===== config.mk =====
export PLATFORM = sky130hd
export DESIGN_NAME = c_token_classifier_core_flat
export DESIGN_NICKNAME = d
export VERILOG_FILES = /design/src/design/ctc_pkg.sv /design/src/design/ctc_byte_if.sv /design/src/design/ctc_result_if.sv /design/src/design/c_token_classifier_core.sv /design/src/design/ctc_tokeniser.sv /design/src/design/ctc_result_queue.sv /design/src/flat_wrapper.sv
export VERILOG_INCLUDE_DIRS = /design/src /design/src/design
export SDC_FILE = /design/constraint.sdc
export NUM_CORES = 1
export LEC_CHECK = 0
export ABC_AREA = 1
export ABC_CLOCK_PERIOD_IN_PS = 10200
export BUFFER_PORTS_ARGS = -buffer_cell sky130_fd_sc_hd__buf_2
export CAP_MARGIN = 10
export CORE_ASPECT_RATIO = 0.8
export CORE_MARGIN = 8
export CORE_UTILIZATION = 30
export DETAILED_ROUTE_END_ITERATION = 8
export PLACE_DENSITY_LB_ADDON = 0.2
export SLEW_MARGIN = 25
export SYNTH_ARGS = -nofsm -noshare
export SYNTH_HDL_FRONTEND = slang
export SYNTH_SLANG_ARGS = --single-unit
export TNS_END_PERCENT = 10

===== constraint.sdc =====
create_clock -name clk -period 10.2 [get_ports clk]
set_clock_uncertainty 0.1 [all_clocks]
set_input_delay 1.02 -clock clk [delete_from_list [all_inputs] [get_ports clk]]
set_output_delay 1.02 -clock clk [all_outputs]
set_load 0.01 [all_outputs]

===== src/design/c_token_classifier_core_macros.svh =====
// ----------------------------------------------------------------------------
// c_token_classifier_core_macros.svh
// Assertion helpers for the token classifier; clk and rst_n come from scope.
// ----------------------------------------------------------------------------
`ifndef C_TOKEN_CLASSIFIER_CORE_MACROS_SVH
`define C_TOKEN_CLASSIFIER_CORE_MACROS_SVH

// Consequent must hold in the same cycle as the antecedent.
`define CTC_ASSERT_SAME(label, ante, cons) \
    label: assert property (@(posedge clk) disable iff (!rst_n) (ante) |-> (cons)) \
        else $error("token classifier check failed");

// Consequent must hold in the cycle after the antecedent.
`define CTC_ASSERT_NEXT(label, ante, cons) \
    label: assert property (@(posedge clk) disable iff (!rst_n) (ante) |=> (cons)) \
        else $error("token classifier check failed");

`endif


===== src/design/ctc_pkg.sv =====
`timescale 1ns / 1ps
// ----------------------------------------------------------------------------
// ctc_pkg
// Shared types, result codes, character codes and the keyword table.
// ----------------------------------------------------------------------------
package ctc_pkg;

    localparam logic [2:0] KIND_KEYWORD    = 3'd0;
    localparam logic [2:0] KIND_INTEGER    = 3'd1;
    localparam logic [2:0] KIND_FLOAT      = 3'd2;
    localparam logic [2:0] KIND_OPERATOR   = 3'd3;
    localparam logic [2:0] KIND_IDENTIFIER = 3'd4;
    localparam logic [2:0] KIND_DELIMITER  = 3'd5;

    localparam logic [7:0] CH_TAB     = 8'h09;
    localparam logic [7:0] CH_NEWLINE = 8'h0A;
    localparam logic [7:0] CH_SPACE   = 8'h20;
    localparam logic [7:0] CH_HASH    = 8'h23;
    localparam logic [7:0] CH_PERCENT = 8'h25;
    localparam logic [7:0] CH_LPAREN  = 8'h28;
    localparam logic [7:0] CH_RPAREN  = 8'h29;
    localparam logic [7:0] CH_STAR    = 8'h2A;
    localparam logic [7:0] CH_PLUS    = 8'h2B;
    localparam logic [7:0] CH_COMMA   = 8'h2C;
    localparam logic [7:0] CH_MINUS   = 8'h2D;
    localparam logic [7:0] CH_DOT     = 8'h2E;
    localparam logic [7:0] CH_SLASH   = 8'h2F;
    localparam logic [7:0] CH_ZERO    = 8'h30;
    localparam logic [7:0] CH_NINE    = 8'h39;
    localparam logic [7:0] CH_SEMI    = 8'h3B;
    localparam logic [7:0] CH_LT      = 8'h3C;
    localparam logic [7:0] CH_EQUAL   = 8'h3D;
    localparam logic [7:0] CH_GT      = 8'h3E;
    localparam logic [7:0] CH_LBRACK  = 8'h5B;
    localparam logic [7:0] CH_RBRACK  = 8'h5D;
    localparam logic [7:0] CH_LBRACE  = 8'h7B;
    localparam logic [7:0] CH_RBRACE  = 8'h7D;

    // Reported length saturates at the width of the token_length field.
    localparam int TOKEN_LEN_CAP = 4095;

    localparam int KW_COUNT = 22;

    // Keyword text is right-aligned: first character in the highest used byte.
    localparam logic [3:0] KW_LEN [KW_COUNT] = '{
        4'd2, 4'd4, 4'd5, 4'd2, 4'd5, 4'd8, 4'd3, 4'd6, 4'd5, 4'd6, 4'd4,
        4'd4, 4'd6, 4'd4, 4'd5, 4'd7, 4'd6, 4'd8, 4'd4, 4'd6, 4'd6, 4'd4
    };

    localparam logic [63:0] KW_TEXT [KW_COUNT] = '{
        64'("if"), 64'("else"), 64'("while"), 64'("do"), 64'("break"),
        64'("continue"), 64'("int"), 64'("double"), 64'("float"),
        64'("return"), 64'("char"), 64'("case"), 64'("sizeof"), 64'("long"),
        64'("short"), 64'("typedef"), 64'("switch"), 64'("unsigned"),
        64'("void"), 64'("static"), 64'("struct"), 64'("goto")
    };

    typedef struct packed {
        logic [2:0]  kind;
        logic [4:0]  keyword_number;
        logic [11:0] token_length;
        logic [7:0]  lead_char;
        logic        last_of_run;
    } result_t;

    // Up to three results raised by one byte, packed from slot 0 upwards.
    typedef struct packed {
        logic [1:0]        count;
        result_t [2:0]     res;
    } bundle_t;

endpackage


===== src/design/ctc_byte_if.sv =====
`timescale 1ns / 1ps
// ----------------------------------------------------------------------------
// ctc_byte_if
// Request channel carrying one source character per request.
// ----------------------------------------------------------------------------
interface ctc_byte_if;
    logic       valid;
    logic       ready;
    logic [7:0] text_byte;

    modport source (output valid, output text_byte, input ready);
    modport sink   (input valid, input text_byte, output ready);
endinterface


===== src/design/ctc_result_if.sv =====
`timescale 1ns / 1ps
// ----------------------------------------------------------------------------
// ctc_result_if
// Request channel carrying one token classification result per request.
// ----------------------------------------------------------------------------
interface ctc_result_if;
    logic        valid;
    logic        ready;
    logic [2:0]  kind;
    logic [4:0]  keyword_number;
    logic [11:0] token_length;
    logic [7:0]  lead_char;
    logic        last_of_run;

    modport source (output valid, output kind, output keyword_number,
                    output token_length, output lead_char, output last_of_run,
                    input ready);
    modport sink   (input valid, input kind, input keyword_number,
                    input token_length, input lead_char, input last_of_run,
                    output ready);
endinterface


===== src/design/c_token_classifier_core.sv =====
`timescale 1ns / 1ps
// Latency: first result of a byte is offered the cycle after the byte is taken.
// Throughput: one byte per cycle while each byte raises at most one result and
// the output is taken; a byte raising more holds the input until only its last
// result remains and is taken, since all results leave through the single result register.
// Reset: asynchronous, active low; token state and the result queue clear at
// once; the head character store needs no clearing pass.
// ----------------------------------------------------------------------------
// c_token_classifier_core
// Lexical token classifier: one source byte in, keyword / number / operator /
// identifier / delimiter reports out.
// ----------------------------------------------------------------------------
module c_token_classifier_core #(
    parameter int MAX_TOKEN_LEN = 4095,
    parameter int KEYWORD_SPAN  = 8
) (
    input  logic                clk,
    input  logic                rst_n,
    ctc_byte_if.sink            text_in,
    ctc_result_if.source        token_out
);
    import ctc_pkg::*;

`include "c_token_classifier_core_macros.svh"

    logic    in_accept;
    logic    take_ok;
    bundle_t bundle;
    result_t head_res;

    // Take a request whenever the result register is empty or drains this cycle.
    assign text_in.ready = take_ok;
    assign in_accept     = text_in.valid && take_ok;

    // Token state plus classifier: the byte and the stored token flags give
    // up to three results in one pass (closed token, delimiter, operator).
    ctc_tokeniser #(
        .MAX_TOKEN_LEN (MAX_TOKEN_LEN),
        .KEYWORD_SPAN  (KEYWORD_SPAN)
    ) u_tokeniser (
        .clk       (clk),
        .rst_n     (rst_n),
        .accept    (in_accept),
        .text_byte (text_in.text_byte),
        .bundle    (bundle)
    );

    // Result register: hold the bundle and hand results out one per request.
    ctc_result_queue u_queue (
        .clk       (clk),
        .rst_n     (rst_n),
        .accept    (in_accept),
        .bundle    (bundle),
        .take_ok   (take_ok),
        .out_valid (token_out.valid),
        .out_ready (token_out.ready),
        .out_res   (head_res)
    );

    assign token_out.kind           = head_res.kind;
    assign token_out.keyword_number = head_res.keyword_number;
    assign token_out.token_length   = head_res.token_length;
    assign token_out.lead_char      = head_res.lead_char;
    assign token_out.last_of_run    = head_res.last_of_run;

    // A byte that raises results has its first one on offer next cycle.
    `CTC_ASSERT_NEXT(a_result_follows, in_accept && (bundle.count != 2'd0), token_out.valid)
    // While a byte still has results waiting behind the head, drop no new byte in.
    `CTC_ASSERT_SAME(a_hold_input, token_out.valid && !token_out.last_of_run, !text_in.ready)
    // Keywords span two to eight characters.
    `CTC_ASSERT_SAME(a_keyword_len, token_out.valid && (token_out.kind == KIND_KEYWORD),
                     (token_out.token_length >= 12'd2) && (token_out.token_length <= 12'd8))
    // Delimiter reports carry no length.
    `CTC_ASSERT_SAME(a_delim_len, token_out.valid && (token_out.kind == KIND_DELIMITER),
                     token_out.token_length == 12'd0)

endmodule


===== src/design/ctc_tokeniser.sv =====
`timescale 1ns / 1ps
// ----------------------------------------------------------------------------
// ctc_tokeniser
// Token state registers and the single-step classifier that builds a bundle.
// ----------------------------------------------------------------------------
module ctc_tokeniser #(
    parameter int MAX_TOKEN_LEN = 4095,
    parameter int KEYWORD_SPAN  = 8
) (
    input  logic             clk,
    input  logic             rst_n,
    input  logic             accept,
    input  logic [7:0]       text_byte,
    output ctc_pkg::bundle_t bundle
);
    import ctc_pkg::*;

    localparam int LEN_W  = $clog2(MAX_TOKEN_LEN + 1);
    localparam int HEAD_W = $clog2(KEYWORD_SPAN);

    logic             token_open_reg, token_open_next;
    logic [LEN_W-1:0] kept_length_reg, kept_length_next;
    logic [7:0]       head_chars_reg [KEYWORD_SPAN];
    logic [7:0]       first_kept_reg, first_kept_next;
    logic             all_digits_reg, all_digits_next;
    logic             digits_or_dots_reg, digits_or_dots_next;
    logic             saw_dot_reg, saw_dot_next;
    logic             held_tab_reg, held_tab_next;

    logic             is_delim, is_special, is_angle, closes;
    logic             keep_tab, keep_byte, head_wr_a, head_wr_b;
    logic [LEN_W-1:0] len_after_tab;
    logic             kw_hit;
    logic [4:0]       kw_num;
    logic [LEN_W+11:0] len_wide;
    logic [11:0]      len_capped;
    logic [2:0]       tok_kind;
    logic             lead_is_op;
    logic [2:0]       cand_valid;
    result_t [2:0]    cand;

    // Delimiter classes
    always_comb
    begin
        is_delim = (text_byte == CH_HASH)   || (text_byte == CH_SPACE)  ||
                   (text_byte == CH_COMMA)  || (text_byte == CH_SEMI)   ||
                   (text_byte == CH_LT)     || (text_byte == CH_GT)     ||
                   (text_byte == CH_LPAREN) || (text_byte == CH_RPAREN) ||
                   (text_byte == CH_LBRACK) || (text_byte == CH_RBRACK) ||
                   (text_byte == CH_LBRACE) || (text_byte == CH_RBRACE);
        is_special = is_delim && (text_byte != CH_SPACE) &&
                     (text_byte != CH_COMMA) && (text_byte != CH_SEMI);
        is_angle = (text_byte == CH_LT) || (text_byte == CH_GT);
        closes   = is_delim || (text_byte == CH_NEWLINE);
    end

    // Keyword match against the stored head characters
    always_comb
    begin
        logic same;
        kw_hit = 1'b0;
        kw_num = '0;
        for (int k = 0; k < KW_COUNT; k++)
        begin
            same = (kept_length_reg == LEN_W'(KW_LEN[k]));
            for (int i = 0; i < 8; i++)
            begin
                if (i < int'(KW_LEN[k]))
                begin
                    if (head_chars_reg[HEAD_W'(i)] !=
                        KW_TEXT[k][8*(int'(KW_LEN[k])-1-i) +: 8])
                    begin
                        same = 1'b0;
                    end
                end
            end
            if (same && !kw_hit)
            begin
                kw_hit = 1'b1;
                kw_num = 5'(k);
            end
        end
    end

    // Classify the open token
    always_comb
    begin
        len_wide   = {12'd0, kept_length_reg};
        len_capped = (len_wide > (LEN_W+12)'(TOKEN_LEN_CAP)) ? 12'hFFF : len_wide[11:0];
        lead_is_op = (first_kept_reg == CH_PLUS)  || (first_kept_reg == CH_MINUS) ||
                     (first_kept_reg == CH_STAR)  || (first_kept_reg == CH_SLASH) ||
                     (first_kept_reg == CH_GT)    || (first_kept_reg == CH_LT)    ||
                     (first_kept_reg == CH_EQUAL) || (first_kept_reg == CH_PERCENT);
        priority if (kw_hit)
            tok_kind = KIND_KEYWORD;
        else if ((kept_length_reg != '0) && all_digits_reg)
            tok_kind = KIND_INTEGER;
        else if ((kept_length_reg != '0) && digits_or_dots_reg && saw_dot_reg)
            tok_kind = KIND_FLOAT;
        else if ((kept_length_reg != '0) && lead_is_op)
            tok_kind = KIND_OPERATOR;
        else
            tok_kind = KIND_IDENTIFIER;
    end

    // Gather candidates and pack them into the bundle
    always_comb
    begin
        logic [1:0] n;
        cand_valid[0] = closes && token_open_reg;
        cand_valid[1] = is_special;
        cand_valid[2] = is_angle;

        cand[0] = '{kind: tok_kind, keyword_number: kw_num, token_length: len_capped,
                    lead_char: first_kept_reg, last_of_run: 1'b0};
        cand[1] = '{kind: KIND_DELIMITER, keyword_number: 5'd0, token_length: 12'd0,
                    lead_char: text_byte, last_of_run: 1'b0};
        cand[2] = '{kind: KIND_OPERATOR, keyword_number: 5'd0, token_length: 12'd0,
                    lead_char: text_byte, last_of_run: 1'b0};

        n = 2'd0;
        bundle = '0;
        for (int j = 0; j < 3; j++)
        begin
            if (cand_valid[j])
            begin
                bundle.res[n] = cand[j];
                n = n + 2'd1;
            end
        end
        if (n != 2'd0)
        begin
            bundle.res[n - 2'd1].last_of_run = 1'b1;
        end
        bundle.count = n;
    end

    // Next token state; a held tab is kept only ahead of '-'
    always_comb
    begin
        keep_tab  = held_tab_reg && (text_byte == CH_MINUS);
        keep_byte = (text_byte != CH_TAB);

        len_after_tab = kept_length_reg;
        if (keep_tab && (kept_length_reg != LEN_W'(MAX_TOKEN_LEN)))
            len_after_tab = kept_length_reg + LEN_W'(1);

        head_wr_a = keep_tab &&
                    ((LEN_W+1)'(kept_length_reg) < (LEN_W+1)'(KEYWORD_SPAN));
        head_wr_b = keep_byte &&
                    ((LEN_W+1)'(len_after_tab) < (LEN_W+1)'(KEYWORD_SPAN));

        token_open_next     = token_open_reg;
        kept_length_next    = kept_length_reg;
        first_kept_next     = first_kept_reg;
        all_digits_next     = all_digits_reg;
        digits_or_dots_next = digits_or_dots_reg;
        saw_dot_next        = saw_dot_reg;
        held_tab_next       = held_tab_reg;

        if (accept)
        begin
            if (closes)
            begin
                token_open_next     = 1'b0;
                kept_length_next    = '0;
                first_kept_next     = 8'd0;
                all_digits_next     = 1'b1;
                digits_or_dots_next = 1'b1;
                saw_dot_next        = 1'b0;
                held_tab_next       = 1'b0;
            end
            else
            begin
                token_open_next  = 1'b1;
                held_tab_next    = (text_byte == CH_TAB);
                kept_length_next = len_after_tab;
                if (keep_tab)
                begin
                    all_digits_next     = 1'b0;
                    digits_or_dots_next = 1'b0;
                    if (kept_length_reg == '0)
                        first_kept_next = CH_TAB;
                end
                if (keep_byte)
                begin
                    if ((text_byte >= CH_ZERO) && (text_byte <= CH_NINE))
                    begin
                        // digit: flags unchanged
                    end
                    else if (text_byte == CH_DOT)
                    begin
                        all_digits_next = 1'b0;
                        saw_dot_next    = 1'b1;
                    end
                    else
                    begin
                        all_digits_next     = 1'b0;
                        digits_or_dots_next = 1'b0;
                    end
                    if (len_after_tab == '0)
                        first_kept_next = text_byte;
                    if (len_after_tab != LEN_W'(MAX_TOKEN_LEN))
                        kept_length_next = len_after_tab + LEN_W'(1);
                end
            end
        end
    end

    always_ff @(posedge clk or negedge rst_n)
    begin
        if (!rst_n)
        begin
            token_open_reg     <= 1'b0;
            kept_length_reg    <= '0;
            first_kept_reg     <= 8'd0;
            all_digits_reg     <= 1'b1;
            digits_or_dots_reg <= 1'b1;
            saw_dot_reg        <= 1'b0;
            held_tab_reg       <= 1'b0;
        end
        else
        begin
            token_open_reg     <= token_open_next;
            kept_length_reg    <= kept_length_next;
            first_kept_reg     <= first_kept_next;
            all_digits_reg     <= all_digits_next;
            digits_or_dots_reg <= digits_or_dots_next;
            saw_dot_reg        <= saw_dot_next;
            held_tab_reg       <= held_tab_next;
        end
    end

    // Head characters carry no reset; only written entries are ever compared.
    always_ff @(posedge clk)
    begin
        if (accept && !closes)
        begin
            if (head_wr_a)
                head_chars_reg[kept_length_reg[HEAD_W-1:0]] <= CH_TAB;
            if (head_wr_b)
                head_chars_reg[len_after_tab[HEAD_W-1:0]] <= text_byte;
        end
    end

endmodule


===== src/design/ctc_result_queue.sv =====
`timescale 1ns / 1ps
// ----------------------------------------------------------------------------
// ctc_result_queue
// Result register holding one byte's bundle and handing it out in order.
// ----------------------------------------------------------------------------
module ctc_result_queue (
    input  logic             clk,
    input  logic             rst_n,
    input  logic             accept,
    input  ctc_pkg::bundle_t bundle,
    output logic             take_ok,
    output logic             out_valid,
    input  logic             out_ready,
    output ctc_pkg::result_t out_res
);
    import ctc_pkg::*;

    logic [1:0]    count_reg, count_next;
    result_t [2:0] slot_reg, slot_next;
    logic          out_fire;

    assign out_valid = (count_reg != 2'd0);
    assign out_fire  = out_valid && out_ready;
    assign take_ok   = (count_reg == 2'd0) || ((count_reg == 2'd1) && out_ready);
    assign out_res   = slot_reg[0];

    always_comb
    begin
        count_next = count_reg;
        slot_next  = slot_reg;
        if (out_fire)
        begin
            // advance the remaining results towards the head
            slot_next  = {result_t'('0), slot_reg[2], slot_reg[1]};
            count_next = count_reg - 2'd1;
        end
        if (accept && (bundle.count != 2'd0))
        begin
            slot_next  = bundle.res;
            count_next = bundle.count;
        end
    end

    always_ff @(posedge clk or negedge rst_n)
    begin
        if (!rst_n)
            count_reg <= 2'd0;
        else
            count_reg <= count_next;
    end

    always_ff @(posedge clk)
    begin
        slot_reg <= slot_next;
    end

endmodule

===== src/flat_wrapper.sv =====
// flat-port wrapper written by rule: the top's interface ports become plain ports
module c_token_classifier_core_flat import ctc_pkg::*;
#(
    parameter int MAX_TOKEN_LEN = 4095,
    parameter int KEYWORD_SPAN  = 8
)
  (clk, rst_n, text_in_valid, text_in_text_byte, text_in_ready, token_out_valid, token_out_kind, token_out_keyword_number, token_out_token_length, token_out_lead_char, token_out_last_of_run, token_out_ready);
  ctc_byte_if text_in_i ();
  ctc_result_if token_out_i ();
  input  logic clk;
  input  logic rst_n;
  input wire logic [$bits(text_in_i.valid)-1:0] text_in_valid;
  input wire logic [$bits(text_in_i.text_byte)-1:0] text_in_text_byte;
  output wire logic [$bits(text_in_i.ready)-1:0] text_in_ready;
  output wire logic [$bits(token_out_i.valid)-1:0] token_out_valid;
  output wire logic [$bits(token_out_i.kind)-1:0] token_out_kind;
  output wire logic [$bits(token_out_i.keyword_number)-1:0] token_out_keyword_number;
  output wire logic [$bits(token_out_i.token_length)-1:0] token_out_token_length;
  output wire logic [$bits(token_out_i.lead_char)-1:0] token_out_lead_char;
  output wire logic [$bits(token_out_i.last_of_run)-1:0] token_out_last_of_run;
  input wire logic [$bits(token_out_i.ready)-1:0] token_out_ready;
  assign text_in_i.valid = text_in_valid;
  assign text_in_i.text_byte = text_in_text_byte;
  assign text_in_ready = text_in_i.ready;
  assign token_out_valid = token_out_i.valid;
  assign token_out_kind = token_out_i.kind;
  assign token_out_keyword_number = token_out_i.keyword_number;
  assign token_out_token_length = token_out_i.token_length;
  assign token_out_lead_char = token_out_i.lead_char;
  assign token_out_last_of_run = token_out_i.last_of_run;
  assign token_out_i.ready = token_out_ready;
  c_token_classifier_core #(.MAX_TOKEN_LEN(MAX_TOKEN_LEN), .KEYWORD_SPAN(KEYWORD_SPAN)) u_core (.clk(clk), .rst_n(rst_n), .text_in(text_in_i), .token_out(token_out_i));
endmodule

* Word level (Yosys, flattened, before mapping)
Memories as Yosys holds them, arrays and structs flattened.
Cells that the tools add are included.
** Operators by class
- Add/subtract/negate cells :: 6
- Reductions and logical operators :: 95
- Muxes and demuxes :: 202
- Equal/unequal tests :: 108
- Order comparisons :: 10
** Operators by type and width (number)
- $ne 8x7->1 const B :: 69
- $mux 87 :: 5
- $bwmux 87 :: 3
- $demux 29 s2 :: 3
- $mux 1 :: 151
- $eq 8x6->1 const B :: 18
- $mux 5 :: 20
- $mux 29 :: 3
- $eq 12x3->1 const B :: 4
- $mux 12 :: 4
- $logic_and 1x1->1 :: 42
- $mux 8 :: 5
- $eq 8x7->1 const B :: 4
- $add 12x1->12 const B :: 2
- $eq 12x2->1 const B :: 2
- $logic_not 12->1 :: 2
- $lt 12x4->1 const B :: 2
- $ne 12x12->1 const B :: 2
- $ne 8x6->1 const B :: 3
- $logic_not 1->1 :: 22
- $logic_or 1x1->1 :: 21
- $eq 8x4->1 const B :: 2
- $eq 12x4->1 const B :: 1
- $mux 3 :: 4
- 14 further kinds :: 27
** Word-level totals
- Input bits :: 12
- Memories kept :: 1
- Memory bits (writable) :: 64
- Output and inout port bits :: 31
- Logic and storage cells :: 445
- Bits in registers :: 114
** Memories
- u_core.u_tokeniser.head_chars_reg :: depth 8, width 8, rd ports 8, clocked after memory_dff 0, write ports 2, line ctc_tokeniser.sv:23 : logic [7:0] head_chars_reg [KEYWORD_SPAN];

* Longest topological paths before layout
An unclocked memory read counts as a cell.
- Word-level depth :: 77
- Gate-level depth with buffers :: 23
- Mapped depth without buffers :: 23

* Modules after synthesis
From an unflattened synthesis, not the netlist that was laid out.
** Second synthesis, totals
- Cells, all modules :: 1353
- Area total of the unflattened synthesis :: 10826.6 um^2
** Modules (own cells, without submodules)
- ctc_tokeniser :: instances 1, cells each 963, area an instance 6837.8 um^2, sequential area each 2549.9 um^2
- ctc_result_queue :: instances 1, cells each 388, area an instance 3981.3 um^2, sequential area each 2662.6 um^2
- c_token_classifier_core :: instances 1, cells each 2, area an instance 7.5 um^2, sequential area each 0.0 um^2

* Least setup slack after synthesis
OpenSTA, ideal clock, no wires.
- Path kind :: input -> register
- From :: in text_in_text_byte[7]
- To :: reg u_core.u_queue.slot_reg (netlist bit u_core.u_queue.out_res[0]) (enable)
- Data required time :: 9.482 ns
- Path slack :: 4.919 ns
- Stages :: 19
- Setup time :: 0.618 ns
- Path buffers :: 1
- Arrival :: 4.563 ns
- Cells stage by stage :: nor2_1 inv_1 nor3_1 inv_1 nor3_1 a41oi_1 nand2_1 inv_1 and3_1 inv_1 nand2_1 inv_1 ha_1 or2_2 nand2_1 nor2_1 nor2_1 clkbuf_1 nand2_1
** On the way
- Word-level cells in the longest chain between the ends :: 22
- Elaborated cells on any way between the ends :: 41
- Classes of those cells :: add/sub: 2; eq/ne: 16; mux: 3; reduce/logical: 20
** RTL lines
- start: declaration :: line flat_wrapper.sv:13 : input wire logic [$bits(text_in_i.text_byte)-1:0] text_in_text_byte;
- $eq 8x6->1 :: line ctc_tokeniser.sv:45 : is_delim = (text_byte == CH_HASH) || (text_byte == CH_SPACE) ||
- $logic_or 1x1->1 (2 in a row) :: line ctc_tokeniser.sv:45
- $logic_or 1x1->1 (2 in a row) :: line ctc_tokeniser.sv:46 : (text_byte == CH_COMMA) || (text_byte == CH_SEMI) ||
- $logic_or 1x1->1 (2 in a row) :: line ctc_tokeniser.sv:47 : (text_byte == CH_LT) || (text_byte == CH_GT) ||
- $logic_or 1x1->1 (2 in a row) :: line ctc_tokeniser.sv:48 : (text_byte == CH_LPAREN) || (text_byte == CH_RPAREN) ||
- $logic_or 1x1->1 (2 in a row) :: line ctc_tokeniser.sv:49 : (text_byte == CH_LBRACK) || (text_byte == CH_RBRACK) ||
- $logic_or 1x1->1 :: line ctc_tokeniser.sv:50 : (text_byte == CH_LBRACE) || (text_byte == CH_RBRACE);
- $logic_or 1x1->1 :: line ctc_tokeniser.sv:54 : closes = is_delim || (text_byte == CH_NEWLINE);
- $logic_and 1x1->1 :: line ctc_tokeniser.sv:110 : cand_valid[0] = closes && token_open_reg;
- $mux 1 :: line ctc_tokeniser.sv:125 : if (cand_valid[j])
- $add 2x1->2 :: line ctc_tokeniser.sv:128 : n = n + 2'd1;
- $mux 2 :: line ctc_tokeniser.sv:125
- $add 2x1->2 :: line ctc_tokeniser.sv:128
- $mux 2 * :: line ctc_tokeniser.sv:125
- $reduce_bool 2->1 * :: line ctc_result_queue.sv:37 : if (accept && (bundle.count != 2'd0))
- $logic_and 1x1->1 * :: line ctc_result_queue.sv:37
- $reduce_bool 2->1 (no source line) *
- end signal: assignment :: line ctc_result_queue.sv:54 : slot_reg <= slot_next;
- end: declaration :: line ctc_result_queue.sv:19 : result_t [2:0] slot_reg, slot_next;
Every way passes the cells marked *; elsewhere a longest branch is shown, timed or not.
A chain may end at the register's enable or synchronous reset.

==> reports/metrics.yaml <==
status:
  run_status: "finished clean"
timing:
  final.min_clock_period_ps: 5110
  drv_slew: 0
  tightest_slew_ps: 849
  setup_viol: 0
  hold_viol: 0
  rsz0062_at_grt: "no"
  fmax_ghz: 0.196
  setup_slack_ps: 5090
  fin_tns_setup_ps: 0
  maxSlewHeadroom_pct: 43.0
  final.period_utilization_pct: 50.1
synth:
  synthesis.instances: 1139
  yosysUniqueCellTypes: 48
  post_synth.cell_area_avg_sq_um: 7.74
  synth.cell_area_sq_um: 8820
  ys_seq_area_share_pct: 46.8
  number_of_warning_messages_in_the_yosys_log: 0
  ys_ff_latch: 142
die:
  die_width_um: 208
  top_level_ports: 43
  fp-row-count: 56
  die_area_sq_um: 35200
  fp.coreArea_sq_um: 29100
  initial_utilization_pct: 30.3
  fp.dieH_um: 169
final_layout:
  sequential_standard_cell_area_sq_um: 4130
  antenna_cells: 0
  largest_register_ff_count: 64
  post_route_cells_drive_above_1_share_pct: 9.69
  flow.area_growth_from_synthesis_pct: 11.9
  finish.net_count: 1186
  multi_input_area_sq_um: 3720
  fill_cells: 3117
  layoutNonFillerInstCount: 1554
drt:
  dr_total_vias: 7855
  dr.pass1.iters: 5
  wire_length_per_cell_um: 18.7
  routed_wirelength_um: 29000
  remaining_drc_errors: 0
  detail-route-antenna-nets: 0
  post_drt_via_cell_ratio: 5.05
  detail_route.iter0.violations: 751
clock_tree:
  clock_sinks: 142
  cts_hold_repair.buffers: 0
  clkLatencyLatePin_ps: 440
  cts-buffers-inserted: 17
  cts_buffer_depth: 2
  ctsResizeCount: 0
  post_cts_buffers: 0
  cts_tree: "built"
  clock_pin_slew_on_the_worst_setup_and_hold_paths_ps: 70
  cts_htree_levels: 4
  cts_root_buf: "sky130_fd_sc_hd__clkbuf_16"
grt:
  grt.total_usage_pct: 16.4
  first_pass_grt_wire_length_um: 44400
  maximum_number_of_pins_on_one_net_before_global_route_repair: 39
  number_of_global_route_vias_before_repair: 7547
  antenna_violations_before_repair: 0
  grt_overflow: 0
worst_hold_path:
  hold_removal_path_class: "reg2reg"
worst_setup_path:
  setup.worst_path.end_class: "flop"
  critical_path_peak_fanout: 21
  setup.worst_path.start_class: "input port"
  data_arrival_time_of_the_worst_path_ps: 5250
  crit_required_ps: 10340
  worst-setup-path-type: "in2reg"
power_and_ir_drop:
  power.density_cell_area_nw_per_um2: 206
  power_leakage_nw: 3.98
  vdd_drop_max_uv: 119
  report.power.total_w: 0.00203
placement:
  place_hpwl_um: 22500
  placedCellCount: 1522
  post-place-ws_ps: 4690
  io_buffer_count: 42
  gp_congestion: 0.961
flow_run:
  maxcap_viol_count: 0
## layout make-up
class | count | area share, %
clock buffers | 17 | 4.31
clock inverters | 15 | 1.65
inverters | 189 | 7.19
multi-input cells | 766 | 37.7
flip-flops and latches | 142 | 41.8
well taps | 377 | 4.78
repair buffers | 48 | 2.59
## worst paths after layout
path                                                             from                                      end  slack [ps]  cells past startpoint
worst max-delay path                             text_in_text_byte[5]                u_core.u_queue.out_res[7]        5090                     21
worst min-delay path                   u_core.u_tokeniser.saw_dot_reg           u_core.u_tokeniser.saw_dot_reg         390                      2
worst max register to register  u_core.u_tokeniser.kept_length_reg[0]  u_core.u_tokeniser.head_chars_reg[5][3]        5870                     16
worst min register to register         u_core.u_tokeniser.saw_dot_reg           u_core.u_tokeniser.saw_dot_reg         390                      2
max in group asynchronous                                       rst_n    u_core.u_tokeniser.kept_length_reg[3]        9040                      1
min in group asynchronous                                       rst_n        u_core.u_tokeniser.token_open_reg         510                      1
## cells in the final DEF, fill, tap and decap left out, drive strengths merged, types with 2 or more instances in the layout
cell type  synthesis  routed
clkbuf            14      17
clkinv             3       5
nand4             45      45
o211ai             4       4
xnor2              2       2
o221ai             5       5
o21ai             51      51
inv              186     196
conb               1       3
nor4              29      29
nand2            212     212
a41oi              3       3
o2111ai            2       2
buf               30      48
nand3             85      85
a31oi              4       4
o31ai              2       2
o22ai              3       3
ha                10      10
edfxtp           115     115
nand3b             3       3
nor3              54      54
xor2              13      13
dfstp              2       2
or2                3       3
dfrtp             25      25
a21oi             14      14
nor2             213     213
clkinvlp           0       3
## synthesized netlist by cell type, drive strengths merged
cell type | n | area share (%)
a21oi | 14 | 0.79
a221oi | 1 | 0.099
a311oi | 1 | 0.099
a31oi | 4 | 0.28
a41oi | 3 | 0.30
and3 | 1 | 0.071
and3b | 1 | 0.099
buf | 30 | 2.5
clkbuf | 14 | 0.60
clkinv | 3 | 0.13
conb | 1 | 0.043
dfrtp | 25 | 7.1
dfstp | 2 | 0.60
edfxtp | 115 | 39
ha | 10 | 1.4
inv | 186 | 7.9
nand2 | 212 | 9.2
nand3 | 85 | 4.9
nand3b | 3 | 0.26
nand4 | 45 | 3.3
nor2 | 213 | 9.4
nor3 | 54 | 3.3
nor4 | 29 | 2.1
o2111ai | 2 | 0.20
o211ai | 4 | 0.34
o21ai | 51 | 2.9
o221ai | 5 | 0.50
o22ai | 3 | 0.21
o31ai | 2 | 0.17
o41ai | 1 | 0.099
or2 | 3 | 0.21
or4 | 1 | 0.085
xnor2 | 2 | 0.20
xor2 | 13 | 1.4
## through the flow
stage | cell area [sq um] | hold WS [ps] | utilization, %
2_1_floorplan | 8830 | 353 | -
3_3_place_gp | 9290 | 377 | 31.9
3_5_place_dp | 9290 | 378 | 31.9
4_1_cts | 9870 | 396 | 33.9
5_1_grt | 9870 | 438 | 33.9
6_report | 9870 | 395 | 33.9
## power by group
part / internal, W / switching, W
Clock: 0.000329 / 0.000294
Combinational: 0.000151 / 0.000431
Sequential: 0.000756 / 0.0000692
## critical path: stages
cell                       delay [ps]
sky130_fd_sc_hd__buf_2            100
sky130_fd_sc_hd__inv_1            260
sky130_fd_sc_hd__nor3_1           330
sky130_fd_sc_hd__inv_1             90
sky130_fd_sc_hd__nor3_1           470
sky130_fd_sc_hd__a41oi_1           90
sky130_fd_sc_hd__nand2_1          210
sky130_fd_sc_hd__inv_1             90
sky130_fd_sc_hd__and3_1           160
sky130_fd_sc_hd__inv_1             80
sky130_fd_sc_hd__nand2_1          160
sky130_fd_sc_hd__inv_1            130
sky130_fd_sc_hd__ha_1             240
sky130_fd_sc_hd__nand2_1          110
sky130_fd_sc_hd__nand2_1           90
sky130_fd_sc_hd__nor2_1           190
sky130_fd_sc_hd__nor2_1            80
sky130_fd_sc_hd__buf_4            220
sky130_fd_sc_hd__nor2_1           210
sky130_fd_sc_hd__clkinv_1         540
sky130_fd_sc_hd__o221ai_1         400
## kinds of logic after synthesis
kind of cell	synth area share [%]
AND/OR/NAND/NOR	33.0
other	0.0425
flip-flops	46.8
adder cells (fa/ha/maj)	1.42
AO/OA/AOI/OAI	5.99
buffers and inverters	11.1
XOR/XNOR	1.57
## routing by layer
layer | track usage (%) | wire (um) | vias to the layer above
met4 | 5.14 | 548 | 0
met1 | 22.8 | 14000 | 3761
met2 | 25.3 | 12700 | 236
met3 | 3.67 | 1690 | 38
met5 | 0 | 0 | -
li1 | - | - | 3820
Power figures use the tool's default switching activity.
